==> config.mk <==
export PLATFORM = sky130hd
export DESIGN_NAME = stw_ctrl
export DESIGN_NICKNAME = d
export VERILOG_FILES = /design/src/design/stw_pkg.sv /design/src/design/stw_ctrl.sv
export SDC_FILE = /design/constraint.sdc
export NUM_CORES = 1
export LEC_CHECK = 0
export BUFFER_PORTS_ARGS = -buffer_cell sky130_fd_sc_hd__buf_4
export CORE_AREA = 8 8 45 47
export CTS_BUF_LIST = sky130_fd_sc_hd__clkbuf_16
export DETAILED_ROUTE_END_ITERATION = 7
export DIE_AREA = 0 0 53 55
export MAX_ROUTING_LAYER = met4
export SLEW_MARGIN = 30
export SYNTH_ARGS = -nofsm -noshare
export SYNTH_HDL_FRONTEND = slang
export SYNTH_SLANG_ARGS = --single-unit
==> constraint.sdc <==
create_clock -name clk -period 1.4 [get_ports clk]
set_input_delay 0.42 -clock clk [delete_from_list [all_inputs] [get_ports clk]]
set_output_delay 0.42 -clock clk [all_outputs]
set_load 0.05 [all_outputs]
==> src/design/stw_pkg.sv <==
// Shared types, constants and register codes for the swing time warp block.
`timescale 1ns / 1ps

package stw_pkg;

  localparam int SEG_DEPTH_DEF = 65536;
  localparam int LEN_MAX       = 65536;

  localparam int SAMPLE_W = 24;
  localparam int LEN_W    = 17;
  localparam int POS_W    = 16;
  localparam int RATIO_W  = 16;
  localparam int CFG_IDX_W  = 2;
  localparam int CFG_DATA_W = 17;

  // quotient bits of the long division: integer part plus 16 fraction bits
  localparam int QUOT_W = 33;
  localparam int CNT_W  = $clog2(QUOT_W + 1);

  localparam logic [CFG_IDX_W-1:0] CFG_SEGMENT_LENGTH = 2'd0;
  localparam logic [CFG_IDX_W-1:0] CFG_SPLIT_RATIO    = 2'd1;
  localparam logic [CFG_IDX_W-1:0] CFG_REMOVE_SWING   = 2'd2;

  localparam logic [LEN_W-1:0]   RST_SEGMENT_LENGTH = 17'd24000;
  localparam logic [RATIO_W-1:0] RST_SPLIT_RATIO    = 16'd43691;

  typedef enum logic [3:0] {
    ST_IDLE,
    ST_SETUP,
    ST_MUL1,
    ST_MUL2,
    ST_MUL3,
    ST_DIV,
    ST_RD0,
    ST_RD1,
    ST_MAC,
    ST_SUM,
    ST_EMIT
  } state_t;

  typedef struct packed {
    logic accept;
    logic setup;
    logic second;
    logic mul1;
    logic mul2;
    logic mul3;
    logic div_step;
    logic rd0;
    logic rd1;
    logic mac;
    logic sum;
    logic emit;
  } cmd_t;

  typedef struct packed {
    logic start_prev;
    logic ends_beat;
    logic endpoint;
    logic div_last;
    logic out_free;
  } status_t;

endpackage

==> src/design/stw_ctrl.sv <==
// Sequencer for the swing time warp block: one item and its results at a time.
`timescale 1ns / 1ps

module stw_ctrl (
  input  logic            clk,
  input  logic            rst,
  input  logic            in_valid,
  output logic            in_ready,
  input  stw_pkg::status_t st,
  output stw_pkg::cmd_t   cmd,
  output stw_pkg::state_t state
);

  stw_pkg::state_t state_next;
  logic second;

  always_ff @(posedge clk) begin
    if (rst) begin
      state  <= stw_pkg::ST_IDLE;
      second <= 1'b0;
    end else begin
      state <= state_next;
      if (cmd.accept) begin
        second <= 1'b0;
      end else if (cmd.emit && !second && st.ends_beat) begin
        second <= 1'b1;
      end
    end
  end

  always_comb begin
    state_next = state;
    case (state)
      stw_pkg::ST_IDLE: begin
        if (in_valid && st.start_prev) state_next = stw_pkg::ST_SETUP;
      end
      stw_pkg::ST_SETUP: state_next = stw_pkg::ST_MUL1;
      stw_pkg::ST_MUL1: begin
        state_next = st.endpoint ? stw_pkg::ST_RD0 : stw_pkg::ST_MUL2;
      end
      stw_pkg::ST_MUL2: state_next = stw_pkg::ST_MUL3;
      stw_pkg::ST_MUL3: state_next = stw_pkg::ST_DIV;
      stw_pkg::ST_DIV: begin
        if (st.div_last) state_next = stw_pkg::ST_RD0;
      end
      stw_pkg::ST_RD0: state_next = stw_pkg::ST_RD1;
      stw_pkg::ST_RD1: state_next = stw_pkg::ST_MAC;
      stw_pkg::ST_MAC: state_next = stw_pkg::ST_SUM;
      stw_pkg::ST_SUM: state_next = stw_pkg::ST_EMIT;
      stw_pkg::ST_EMIT: begin
        if (st.out_free) begin
          state_next = (!second && st.ends_beat) ? stw_pkg::ST_SETUP : stw_pkg::ST_IDLE;
        end
      end
      default: state_next = stw_pkg::ST_IDLE;
    endcase
  end

  always_comb begin
    cmd        = '0;
    cmd.second = second;
    in_ready   = 1'b0;
    case (state)
      stw_pkg::ST_IDLE: begin
        in_ready   = 1'b1;
        cmd.accept = in_valid;
      end
      stw_pkg::ST_SETUP: cmd.setup    = 1'b1;
      stw_pkg::ST_MUL1:  cmd.mul1     = 1'b1;
      stw_pkg::ST_MUL2:  cmd.mul2     = 1'b1;
      stw_pkg::ST_MUL3:  cmd.mul3     = 1'b1;
      stw_pkg::ST_DIV:   cmd.div_step = 1'b1;
      stw_pkg::ST_RD0:   cmd.rd0      = 1'b1;
      stw_pkg::ST_RD1:   cmd.rd1      = 1'b1;
      stw_pkg::ST_MAC:   cmd.mac      = 1'b1;
      stw_pkg::ST_SUM:   cmd.sum      = 1'b1;
      stw_pkg::ST_EMIT:  cmd.emit     = st.out_free;
      default: cmd = '0;
    endcase
  end

endmodule

### Word-level counts from Yosys, hierarchy flattened

Index checks and enable logic that the tools add are counted.

* input port bits: 8
* bits in registers: 5
* output and inout port bits: 17
* word-level logic and storage cells: 43

* muxes and demuxes: 19
* reduce and logical (&&, ||, !) cells: 9
* equality and inequality tests: 13

Operator list (number)
* 4-bit one-hot mux with 11 select lines: 1
* 4-bit by 3-bit equality test with 1-bit output, second input constant: 4
* 1-bit two-way mux: 14
* 4-bit equality test, second input constant: 3
* 4-bit two-way mux: 3
* 11-bit OR reduction: 1
* 4-bit by 2-bit equality test with 1-bit output, second input constant: 2
* 2-bit inequality test, second input constant: 3
* 4-bit by 1-bit equality test with 1-bit output, second input constant: 1
* 1-bit logical AND: 4
* 4-bit zero test: 1
* 3-bit two-way mux: 1
* 3-bit AND reduction: 1
* 2-bit OR reduction: 1
* 1-bit zero test: 1

### Logic depth before layout (Yosys ltp)

Gate-level depths: netlist of run 1.

* depth in word-level cells: 5
* gate-level depth with buffers: 5

### Least setup slack after synthesis of run 1

Ideal clock, no wire load.

* path type: register -> output
* start: register state[0]
* end: output port cmd[11] (netlist bit)
* cell stages (with the launch flop): 4
* data arrival time: 2871 ps
* setup slack: -1891 ps
* buffers on the path: 1
* cells stage by stage: dfxtp_1 > buf_6 > nor4_1 > and2_1

RTL lines
* start: declaration: line stw_ctrl.sv:11 `output stw_pkg::state_t state`
* start signal: assignment: line stw_ctrl.sv:19 `state <= stw_pkg::ST_IDLE;`
* start signal: assignment: line stw_ctrl.sv:22 `state <= state_next;`
* end: declaration: line stw_ctrl.sv:10 `output stw_pkg::cmd_t cmd,`

==> flow_summary.toml, run 1 <==
[layout]
antennaDiodeCount = 0
final_common_cell = "buf_4"
syn2layout_area_growth_pct = 165.2
finish.utilization_pct = 85.35
nets = 117
layout-drive-gt1-share_pct = 72.22
final_cell_mix = "buf_4, buf_6, buf_8"

[power]
pwr-share-clk_pct = 18.4
peakVddDrop_mv = 1.480
swShare_pct = 43.85
power.density_nw_per_um2 = 2129
total_leakage_power_nw = 0.5066
switchingPower_w = 0.001103
p_int_w = 0.001412
pwr-share-comb_pct = 70.1
seqPwrFrac_pct = 11.5

[yosys]
ys_dominant_reg_cell = "dfxtp_1"
seq_area_frac_synth_pct = 22.47
synth_area_um2 = 445.4
synth_largest_area_cell = "dfxtp_1"
yosys_warnings = 0
ys_async_sr_fraction_pct = 0
synth.top_cell.area_share_pct = 22.47
synth_cell_types = 30
synthTopCellsByArea = "dfxtp_1, nand2b_1, nor3_1"
ys_ff_latch = 5
syn_inst = 60
synth_edf_count = 0
syn_avg_cell_area_um2 = 7.424
synth_nets = 68

[sta]
worst_pin_slew_ns = 0.2362
finClkSkew_ns = 0.001567
timing.setup.tns_ns = -2.434
slew_viol_final = 0
fin_crit_sh_pct = 117.8
rsz0062_at_grt = "true"
setup_viol = 15
fin_crit_ns = 1.650
finalHoldViolCount = 0
fin_ws_ns = -0.2496
fmax_ghz = 0.6062
slew_headroom_pct = 84.14

[die]
start_util_pct = 32.19
io_pins = 25
placementRows = 14
dieArea_um2 = 2915
fp.coreArea_um2 = 1384
dieHeight_um = 55
dieWidth_um = 53

[detailed_routing]
drtAntennaViolNets = 0
first_pass_iters = 4
via_count = 652
drc_errors = 0
post_drt_wl_per_cell_um = 15.72
routed_via_density = 5.258
drtIter0Drc = 17
routed_wl_um = 1949

[run_status]
violations = "setup timing"
status = "finished, violations left"

[clock_network]
cts.path.max_buffers = 2
cts.sinks = 5
cts_inserted_buffers = 3
cts_tree = "built"
path_clk_slew_ns = 0.03
clkLatencyLatePin_ns = 0.23
cts-root-buf = "clkbuf_16"
htreeDepth = 1

[grt]
grt_usage_pct = 13.65
grt_overflow = 0
grt_pass1_wl_um = 2877
antenna_found_initial = 0
grt_max_degree = 10
grt_pass1_vias = 651

[worst_setup_path]
crit_required_ns = 0.98
path_max_fanout = 6
cp.arrival_ns = 1.23
crit_type = "register to output port"
worstSetupStartpointType = "register"
crit_path_end_kind = "output port"

[placement]
gp_congestion = 0.7723
place_hpwl_um = 1289
portBuffers = 24

[hold_path]
min_path_type = "input pin to register"

[run]
drv_cap = 0
## logic make-up (layout without fill, tap and decap cells)
| kind of cell | after synthesis | count (layout) | share of synthesized area [%] |
|---|---|---|---|
| simple gates | 33 | 33 | 42.14 |
| compound gates | 14 | 14 | 21.91 |
| buf+inv | 7 | 55 | 11.23 |
| flops | 5 | 5 | 22.47 |
| mux | 1 | 1 | 2.247 |
## power groups by stage
stage | clock network [W] | logic [W] | registers, W
2_1_floorplan | 0 | 0.000890 | 0.000376
3_3_place_gp | 0 | 0.00132 | 0.000298
3_5_place_dp | 0 | 0.00131 | 0.000304
4_1_cts | 0.000466 | 0.00167 | 0.000290
5_1_grt | 0.000477 | 0.00186 | 0.000301
6_report | 0.000462 | 0.00176 | 0.000289
## Yosys cell counts (all sizes together) (2+ instances only)
cell    instances
buf             5
nand3b          3
nor3            7
nor2            6
and2            2
inv             2
o21ai           2
dfxtp           5
nand2           2
a21boi          2
nand2b          6
a21oi           2
## through the flow
stage / instances / setup WS (ns) / instance area, um^2 / power [W] / hold slack (ns)
finish: 124 / -0.2496 / 1181 / 0.002515 / 0.3988
CTS: 120 / -0.2449 / 1126 / 0.002424 / 0.3935
global placement: 111 / -0.05988 / 877.1 / 0.001613 / 0.5768
global route: 124 / -0.3082 / 1181 / 0.002640 / 0.4096
floorplan: 60 / -0.5092 / 614.3 / 0.001266 / 0.4794
detailed placement: 111 / -0.06536 / 877.1 / 0.001616 / 0.5480
## path summary, 6_finish.rpt
| check | start | endpoint | slack, ns | depth (start not counted) |
|---|---|---|---|---|
| worst max-delay path | state[0]$_SDFFE_PP0P_ | cmd[2] | -0.25 | 4 |
| worst min-delay path | rst | state[3]$_SDFFE_PP0P_ | 0.40 | 2 |
| worst max register to register | state[0]$_SDFFE_PP0P_ | state[0]$_SDFFE_PP0P_ | 0.03 | 5 |
| worst min register to register | second$_SDFFE_PP0P_ | second$_SDFFE_PP0P_ | 0.58 | 2 |
## metal layers
layer  vias up  track usage (%)  wire (um)
li1        310                -          -
met1       300            13.44        770
met2        38            26.76       1006
met3         4            2.139        147
met4         0            3.879         25
met5         -                -          0
## flip-flops by register name, indices dropped and copies added, names as in the netlist
register / flops
state: 4
second: 1
## timing repair
item,CTS,global route
endpoints found under the setup margin,16,17
hold buffers,0,0
gates cloned,0,0
buffers inserted,5,4
gates resized for setup,34,7
pin swaps,6,1
## critical path, stage by stage (launching register included)
cell and delay (ns):
dfxtp_4 0.36, buf_4 0.16, buf_4 0.15, nor3_4 0.16, buf_6 0.18
## layout make-up
type | count | area (um^2)
tap | 16 | 20.02
inverter | 2 | 11.26
sequential | 5 | 115.1
fill | 76 | 202.7
clock inverter | 1 | 3.754
multi-input combinational | 48 | 456.7
timing repair buffer | 49 | 499.2
clock buffer | 3 | 75.07
Note: power is estimated with default switching activity, not from simulation.
==> inputs of run 2 (changes only) <==
--- a/config.mk
+++ b/config.mk
@@ -5,7 +5,7 @@
 export SDC_FILE = /design/constraint.sdc
 export NUM_CORES = 1
 export LEC_CHECK = 0
-export BUFFER_PORTS_ARGS = -buffer_cell sky130_fd_sc_hd__buf_4
+export BUFFER_PORTS_ARGS = -buffer_cell sky130_fd_sc_hd__clkbuf_2
 export CORE_AREA = 8 8 45 47
 export CTS_BUF_LIST = sky130_fd_sc_hd__clkbuf_16
 export DETAILED_ROUTE_END_ITERATION = 7
==> flow_summary.toml, run 2 <==
[yosys]
synth_area_um2 = 445.4
synth_cell_types = 30
ys_ff_latch = 5
synth_edf_count = 0
synth_largest_area_cell = "dfxtp_1"
ys_dominant_reg_cell = "dfxtp_1"
synth_nets = 68
synth.most_common_cell = "nor3_1"
yosys_warnings = 0
seq_area_frac_synth_pct = 22.47
synth.top_cell.area_share_pct = 22.47
ys_async_sr_fraction_pct = 0
syn_inst = 60
syn_avg_cell_area_um2 = 7.424
synth_common_cells = "nor3_1, nand2b_1, nor2_1"
synthTopCellsByArea = "dfxtp_1, nand2b_1, nor3_1"

[clock_network]
htreeDepth = 1
cts_inserted_buffers = 3
cts.path.max_buffers = 2
cts_hold_buffers = 0
cts-root-buf = "clkbuf_16"
cts.sinks = 5

[placement]
portBuffers = 24
place_hpwl_um = 1394
gp_congestion = 0.8179

[die]
io_pins = 25
placementRows = 14
dieHeight_um = 55
start_util_pct = 32.19
dieWidth_um = 53

[run_status]
status = "aborted with a tool error"
stop_error = "[ERROR DPL-0038] Utilization greater than 100%, impossible to legalize"
haltStage = "global routing"

[sta]
worstEndpointType = "top-level output"
grt_worst_setup_endpoint = "cmd[11]"

[grt]
grt_max_degree = 10
run 2: cells by family after synthesis:
group / count (synthesis) / share of synthesized area, %
DFF: 5 / 22.47
buffers and inverters: 7 / 11.23
AOI/OAI and AO/OA: 14 / 21.91
and+or+nand+nor: 33 / 42.14
muxes: 1 / 2.247
run 2: repair_timing:
action                     in CTS
gates resized for setup        30
gates cloned                    0
setup endpoints to repair      17
buffers inserted               10
pin swaps                       8
run 2: through the flow:
stage | setup WS, ns | instance area, um^2 | TNS (ns) | cells | utilization (%)
floorplan | -0.5092 | 614.3 | -3.190 | 60 | -
global placement | -0.06213 | 997.2 | -0.1537 | 113 | 72.06
detailed placement | -0.1058 | 997.2 | -0.2492 | 113 | 72.06
CTS | -0.3010 | 1297 | -2.964 | 127 | 93.76
==> inputs of run 3 (changes only) <==
--- a/config.mk
+++ b/config.mk
@@ -6,11 +6,10 @@
 export NUM_CORES = 1
 export LEC_CHECK = 0
 export BUFFER_PORTS_ARGS = -buffer_cell sky130_fd_sc_hd__clkbuf_2
-export CORE_AREA = 8 8 45 47
-export CTS_BUF_LIST = sky130_fd_sc_hd__clkbuf_16
+export CORE_AREA = 8 8 69 71
 export DETAILED_ROUTE_END_ITERATION = 7
-export DIE_AREA = 0 0 53 55
-export MAX_ROUTING_LAYER = met4
+export DIE_AREA = 0 0 77 79
+export PLACE_DENSITY_LB_ADDON = 0.15
 export SLEW_MARGIN = 30
 export SYNTH_ARGS = -nofsm -noshare
 export SYNTH_HDL_FRONTEND = slang
==> flow_summary.toml, run 3 (synthesis results as in run 1) <==
[run_status]
status = "finished, violations left"
violations = "setup timing"

[layout]
largest_register_ffs = 4
top_register = "state"
final_cell_mix = "buf_4, buf_12, buf_6"
syn2layout_area_growth_pct = 185.7
layout-drive-gt1-share_pct = 72.22
finalNonFillerCells = 158
final_common_cell = "buf_4"
antennaDiodeCount = 0
nets = 117
reg.largest.list = "state x4, second x1"

[clock_network]
cts.sinks = 5
path_clk_slew_ns = 0.03
cts_hold_buffers = 0
htreeDepth = 1
cts_tree = "built"
cts_inserted_buffers = 3
cts.path.max_buffers = 2
clkLatencyLatePin_ns = 0.22
cts-root-buf = "clkbuf_8"

[worst_setup_path]
reg2reg_to = "state[0]$_SDFFE_PP0P_"
crit_path_end_kind = "output port"
path_max_fanout = 6
worstPathCellList = "nor4_4 > and2_4 > buf_12"
crit_type = "register to output port"
r2r_setup_slack_ns = 0.04
reg2reg_from = "state[1]$_SDFFE_PP0P_"
critPathMaxStageDelay_ns = 0.35
cp.arrival_ns = 1.24
worst-r2r-cell-count = 5
crit_required_ns = 0.98
worstSetupStartpointType = "register"
cp_slowest_cell = "dfxtp_4"

[sta]
worst_pin_slew_ns = 0.2580
setup_viol = 13
rsz0062_at_grt = "true"
holdWs_ns = 0.4594
fin_ws_ns = -0.2607
timing.setup.tns_ns = -2.371
finClkSkew_ns = 0.0008078
slew_headroom_pct = 82.67
finalHoldViolCount = 0
fin_crit_ns = 1.661
fin_crit_sh_pct = 118.6
slew_viol_final = 0
fmax_ghz = 0.6022

[detailed_routing]
drtIter0Drc = 22
first_pass_iters = 4
routed_via_density = 3.930
routed_wl_um = 2022
via_count = 621
post_drt_wl_per_cell_um = 12.80
drc_errors = 0
drtAntennaViolNets = 0

[placement]
portBuffers = 24
gp_congestion = 0.7150
placed_cells = 146
place_hpwl_um = 1571

[die]
fp.coreArea_um2 = 3799
dieHeight_um = 79
dieArea_um2 = 6083
dieWidth_um = 77
io_pins = 25
start_util_pct = 11.73
placementRows = 23

[power]
seqPwrFrac_pct = 12.0
swShare_pct = 44.60
pwr-share-comb_pct = 77.3
pwr-share-clk_pct = 10.6
power.density_nw_per_um2 = 1937
p_int_w = 0.001366
peakVddDrop_mv = 1.368
total_leakage_power_nw = 0.5089
switchingPower_w = 0.001100

[grt]
grt_pass1_vias = 685
grt_usage_pct = 7.112
antenna_found_initial = 0
grt_max_degree = 9
grt_pass1_wl_um = 3450
grt_overflow = 0

[hold_path]
hold_path_depth = 2
worstHoldEndpoint = "state[1]$_SDFFE_PP0P_"
min_path_type = "input pin to register"
min_from = "rst"

[run]
drv_cap = 0
run 3: area by class of cell:
class	count	area, um^2
clock buffer	4	45.04
timing repair buffer	49	576.8
sequential	5	115.1
tap	50	62.56
inverter	2	11.26
multi-input combinational	48	461.7
fill	407	2526
run 3: worst max path at each step:
stage / from / end / slack [ns] / cells after the start
5_1_grt: state[3]$_SDFFE_PP0P_ / cmd[11] / -0.30 / 3
3_5_place_dp: state[3]$_SDFFE_PP0P_ / cmd[2] / -0.06 / 3
6_report: state[3]$_SDFFE_PP0P_ / cmd[11] / -0.26 / 3
3_3_place_gp: state[3]$_SDFFE_PP0P_ / cmd[2] / -0.06 / 3
2_1_floorplan: state[2]$_SDFFE_PP0P_ / cmd[11] / -0.51 / 2
4_1_cts: state[3]$_SDFFE_PP0P_ / cmd[11] / -0.27 / 3
run 3: worst max-delay path: cells and delay by family (launching register included):
family / cells / cell delay, ns
flops: 1 / 0.35
simple gates: 2 / 0.54
buf+inv: 1 / 0.13
run 3: timing repair:
action                     in CTS  in global routing
pin swaps                      10                  1
buffers inserted                8                  1
setup endpoints to repair      17                 17
resized for setup              20                  5
run 3: through the flow:
stage                     utilization [%]  total power (W)  cell area [um^2]  setup slack (ns)
after floorplan                         -         0.001266             614.3           -0.5092
after global placement              27.96         0.001897              1062          -0.06067
after detailed placement            27.96         0.001887              1062          -0.05882
after CTS                           32.91         0.002442              1250           -0.2679
after global routing                33.50         0.002591              1272           -0.3027
final                               33.50         0.002465              1272           -0.2607
run 3: layer usage:
layer / track usage [%] / share of wire [%]
met1: 8.097 / 43
met2: 11.98 / 49
met3: 2.144 / 5.2
met4: 3.396 / 2.2
met5: 0 / 0
run 3: power by group through the flow:
stage                     clock network (W)  registers [W]  logic, W
after floorplan                           0       0.000376  0.000890
after global placement                    0       0.000306   0.00159
after detailed placement                  0       0.000306   0.00158
after CTS                          0.000270       0.000294   0.00188
after global routing               0.000280       0.000310   0.00200
final                              0.000262       0.000297   0.00191
==> inputs of run 4 (changes only) <==
--- a/config.mk
+++ b/config.mk
@@ -6,9 +6,9 @@
 export NUM_CORES = 1
 export LEC_CHECK = 0
 export BUFFER_PORTS_ARGS = -buffer_cell sky130_fd_sc_hd__clkbuf_2
-export CORE_AREA = 8 8 69 71
+export CORE_AREA = 2 2 63 65
 export DETAILED_ROUTE_END_ITERATION = 7
-export DIE_AREA = 0 0 77 79
+export DIE_AREA = 0 0 65 67
 export PLACE_DENSITY_LB_ADDON = 0.15
 export SLEW_MARGIN = 30
 export SYNTH_ARGS = -nofsm -noshare
==> flow_summary.toml, run 4 (synthesis results as in run 1) <==
[layout]
reg.largest.list = "state x4, second x1"
final_common_cell = "buf_4"
antennaDiodeCount = 0
final_cell_mix = "buf_4, buf_6, buf_12"
finalNonFillerCells = 167
layout-drive-gt1-share_pct = 76.47
syn2layout_area_growth_pct = 212.1
top_register = "state"
nets = 128
largest_register_ffs = 4

[grt]
grt_overflow = 0
grt_max_degree = 8
grt_pass1_vias = 696
antenna_found_initial = 0
grt_pass1_wl_um = 3332
grt_usage_pct = 10.36

[sta]
fin_crit_ns = 1.729
fmax_ghz = 0.5783
timing.setup.tns_ns = -3.085
fin_ws_ns = -0.3293
slew_headroom_pct = 83.85
worst_pin_slew_ns = 0.2404
fin_crit_sh_pct = 123.5
slew_viol_final = 0
setup_viol = 16
finalHoldViolCount = 0
finClkSkew_ns = 0.0007843
holdWs_ns = 0.4706
rsz0062_at_grt = "true"

[clock_network]
path_clk_slew_ns = 0.04
clkLatencyLatePin_ns = 0.22
cts.sinks = 5
cts_tree = "built"
cts-root-buf = "clkbuf_8"
cts_inserted_buffers = 3
cts_hold_buffers = 0
cts.path.max_buffers = 2
htreeDepth = 1

[die]
placementRows = 22
dieHeight_um = 67
fp.coreArea_um2 = 3606
dieArea_um2 = 4355
start_util_pct = 12.35
io_pins = 25
dieWidth_um = 65

[detailed_routing]
routed_via_density = 4.060
via_count = 678
routed_wl_um = 2109
post_drt_wl_per_cell_um = 12.63
drtAntennaViolNets = 0
first_pass_iters = 4
drc_errors = 0
drtIter0Drc = 12

[worst_setup_path]
crit_type = "register to output port"
crit_path_end_kind = "output port"
crit_buf_inv = 2
crit_required_ns = 0.98
critPathMaxStageDelay_ns = 0.34
path_delay_family = "simple AND/OR/NAND/NOR gates"
worstSetupStartpointType = "register"
path_max_fanout = 4
cp.arrival_ns = 1.31
cp_slowest_cell = "dfxtp_4"
worstPathCellList = "buf_6 > nor4_4 > and2_4 > buf_12"

[power]
pwr-share-comb_pct = 79.8
peakVddDrop_mv = 1.241
pwr-share-clk_pct = 10.3
p_int_w = 0.001533
seqPwrFrac_pct = 10.0
swShare_pct = 43.41
power.density_nw_per_um2 = 1949
finalPower_w = 0.002709
total_leakage_power_nw = 0.5761
switchingPower_w = 0.001176

[run]
drv_cap = 0

[placement]
place_hpwl_um = 1367
portBuffers = 24
gp_congestion = 0.7221
placed_cells = 147

[run_status]
violations = "setup timing"
status = "finished, violations left"

[hold_path]
min_path_type = "input pin to register"
==> run 4: cell count changes in the layout (fill, tap and decap cells not counted), moves of 3 or more <==
cell,change
buf_12,-5
buf_4,+3
buf_6,+6
buf_8,+7
==> run 4: repair_timing <==
action,in CTS,in global routing
pin swaps,9,4
gates cloned,0,0
endpoints found under the setup margin,18,18
resized for setup,41,17
setup buffers,11,6
==> run 4: through the flow <==
step	utilization [%]	worst slack [ns]	instance area, um^2
final	38.55	-0.3293	1390
after global routing	38.55	-0.3938	1390
after CTS	36.09	-0.3464	1301
after detailed placement	27.86	-0.1225	1005
after global placement	27.86	-0.1217	1005
after floorplan	-	-0.5092	614.3
==> run 4: worst paths after layout <==
kind / from / to / slack, ns / cells after the start
setup reg to reg: state[3]$_SDFFE_PP0P_ / state[0]$_SDFFE_PP0P_ / -0.01 / 6
setup / recovery: state[1]$_SDFFE_PP0P_ / cmd[11] / -0.33 / 4
hold reg to reg: second$_SDFFE_PP0P_ / second$_SDFFE_PP0P_ / 0.55 / 2
hold / removal: rst / state[3]$_SDFFE_PP0P_ / 0.47 / 2
==> run 4: final cells by class <==
| class | instances | area (um^2) |
|---|---|---|
| fill | 348 | 2216 |
| inverter | 2 | 11.26 |
| multi-input combinational | 48 | 475.5 |
| timing repair buffer | 60 | 683.2 |
| clock buffer | 4 | 45.04 |
| tap | 48 | 60.06 |
| sequential | 5 | 115.1 |
==> run 4: worst reg2reg max path: stages, from the launching register on <==
cell,delay (ns)
dfxtp_4,0.35
buf_12,0.13
buf_8,0.12
buf_6,0.12
nor2_4,0.09
or4b_1,0.43
o31ai_1,0.07
==> run 4: power by group through the flow <==
stage	logic, W	registers, W	clock network [W]
2_1_floorplan	0.000890	0.000376	0
3_3_place_gp	0.00149	0.000291	0
3_5_place_dp	0.00149	0.000297	0
4_1_cts	0.00198	0.000270	0.000278
5_1_grt	0.00228	0.000281	0.000306
6_report	0.00216	0.000270	0.000278
==> run 4: metal layers <==
metal,vias up,part of all wire (%),global-route usage (%)
li1,332,-,-
met1,321,38,11.08
met2,23,55,19.20
met3,2,7.1,3.885
met4,0,0.52,2.394
met5,-,0,0
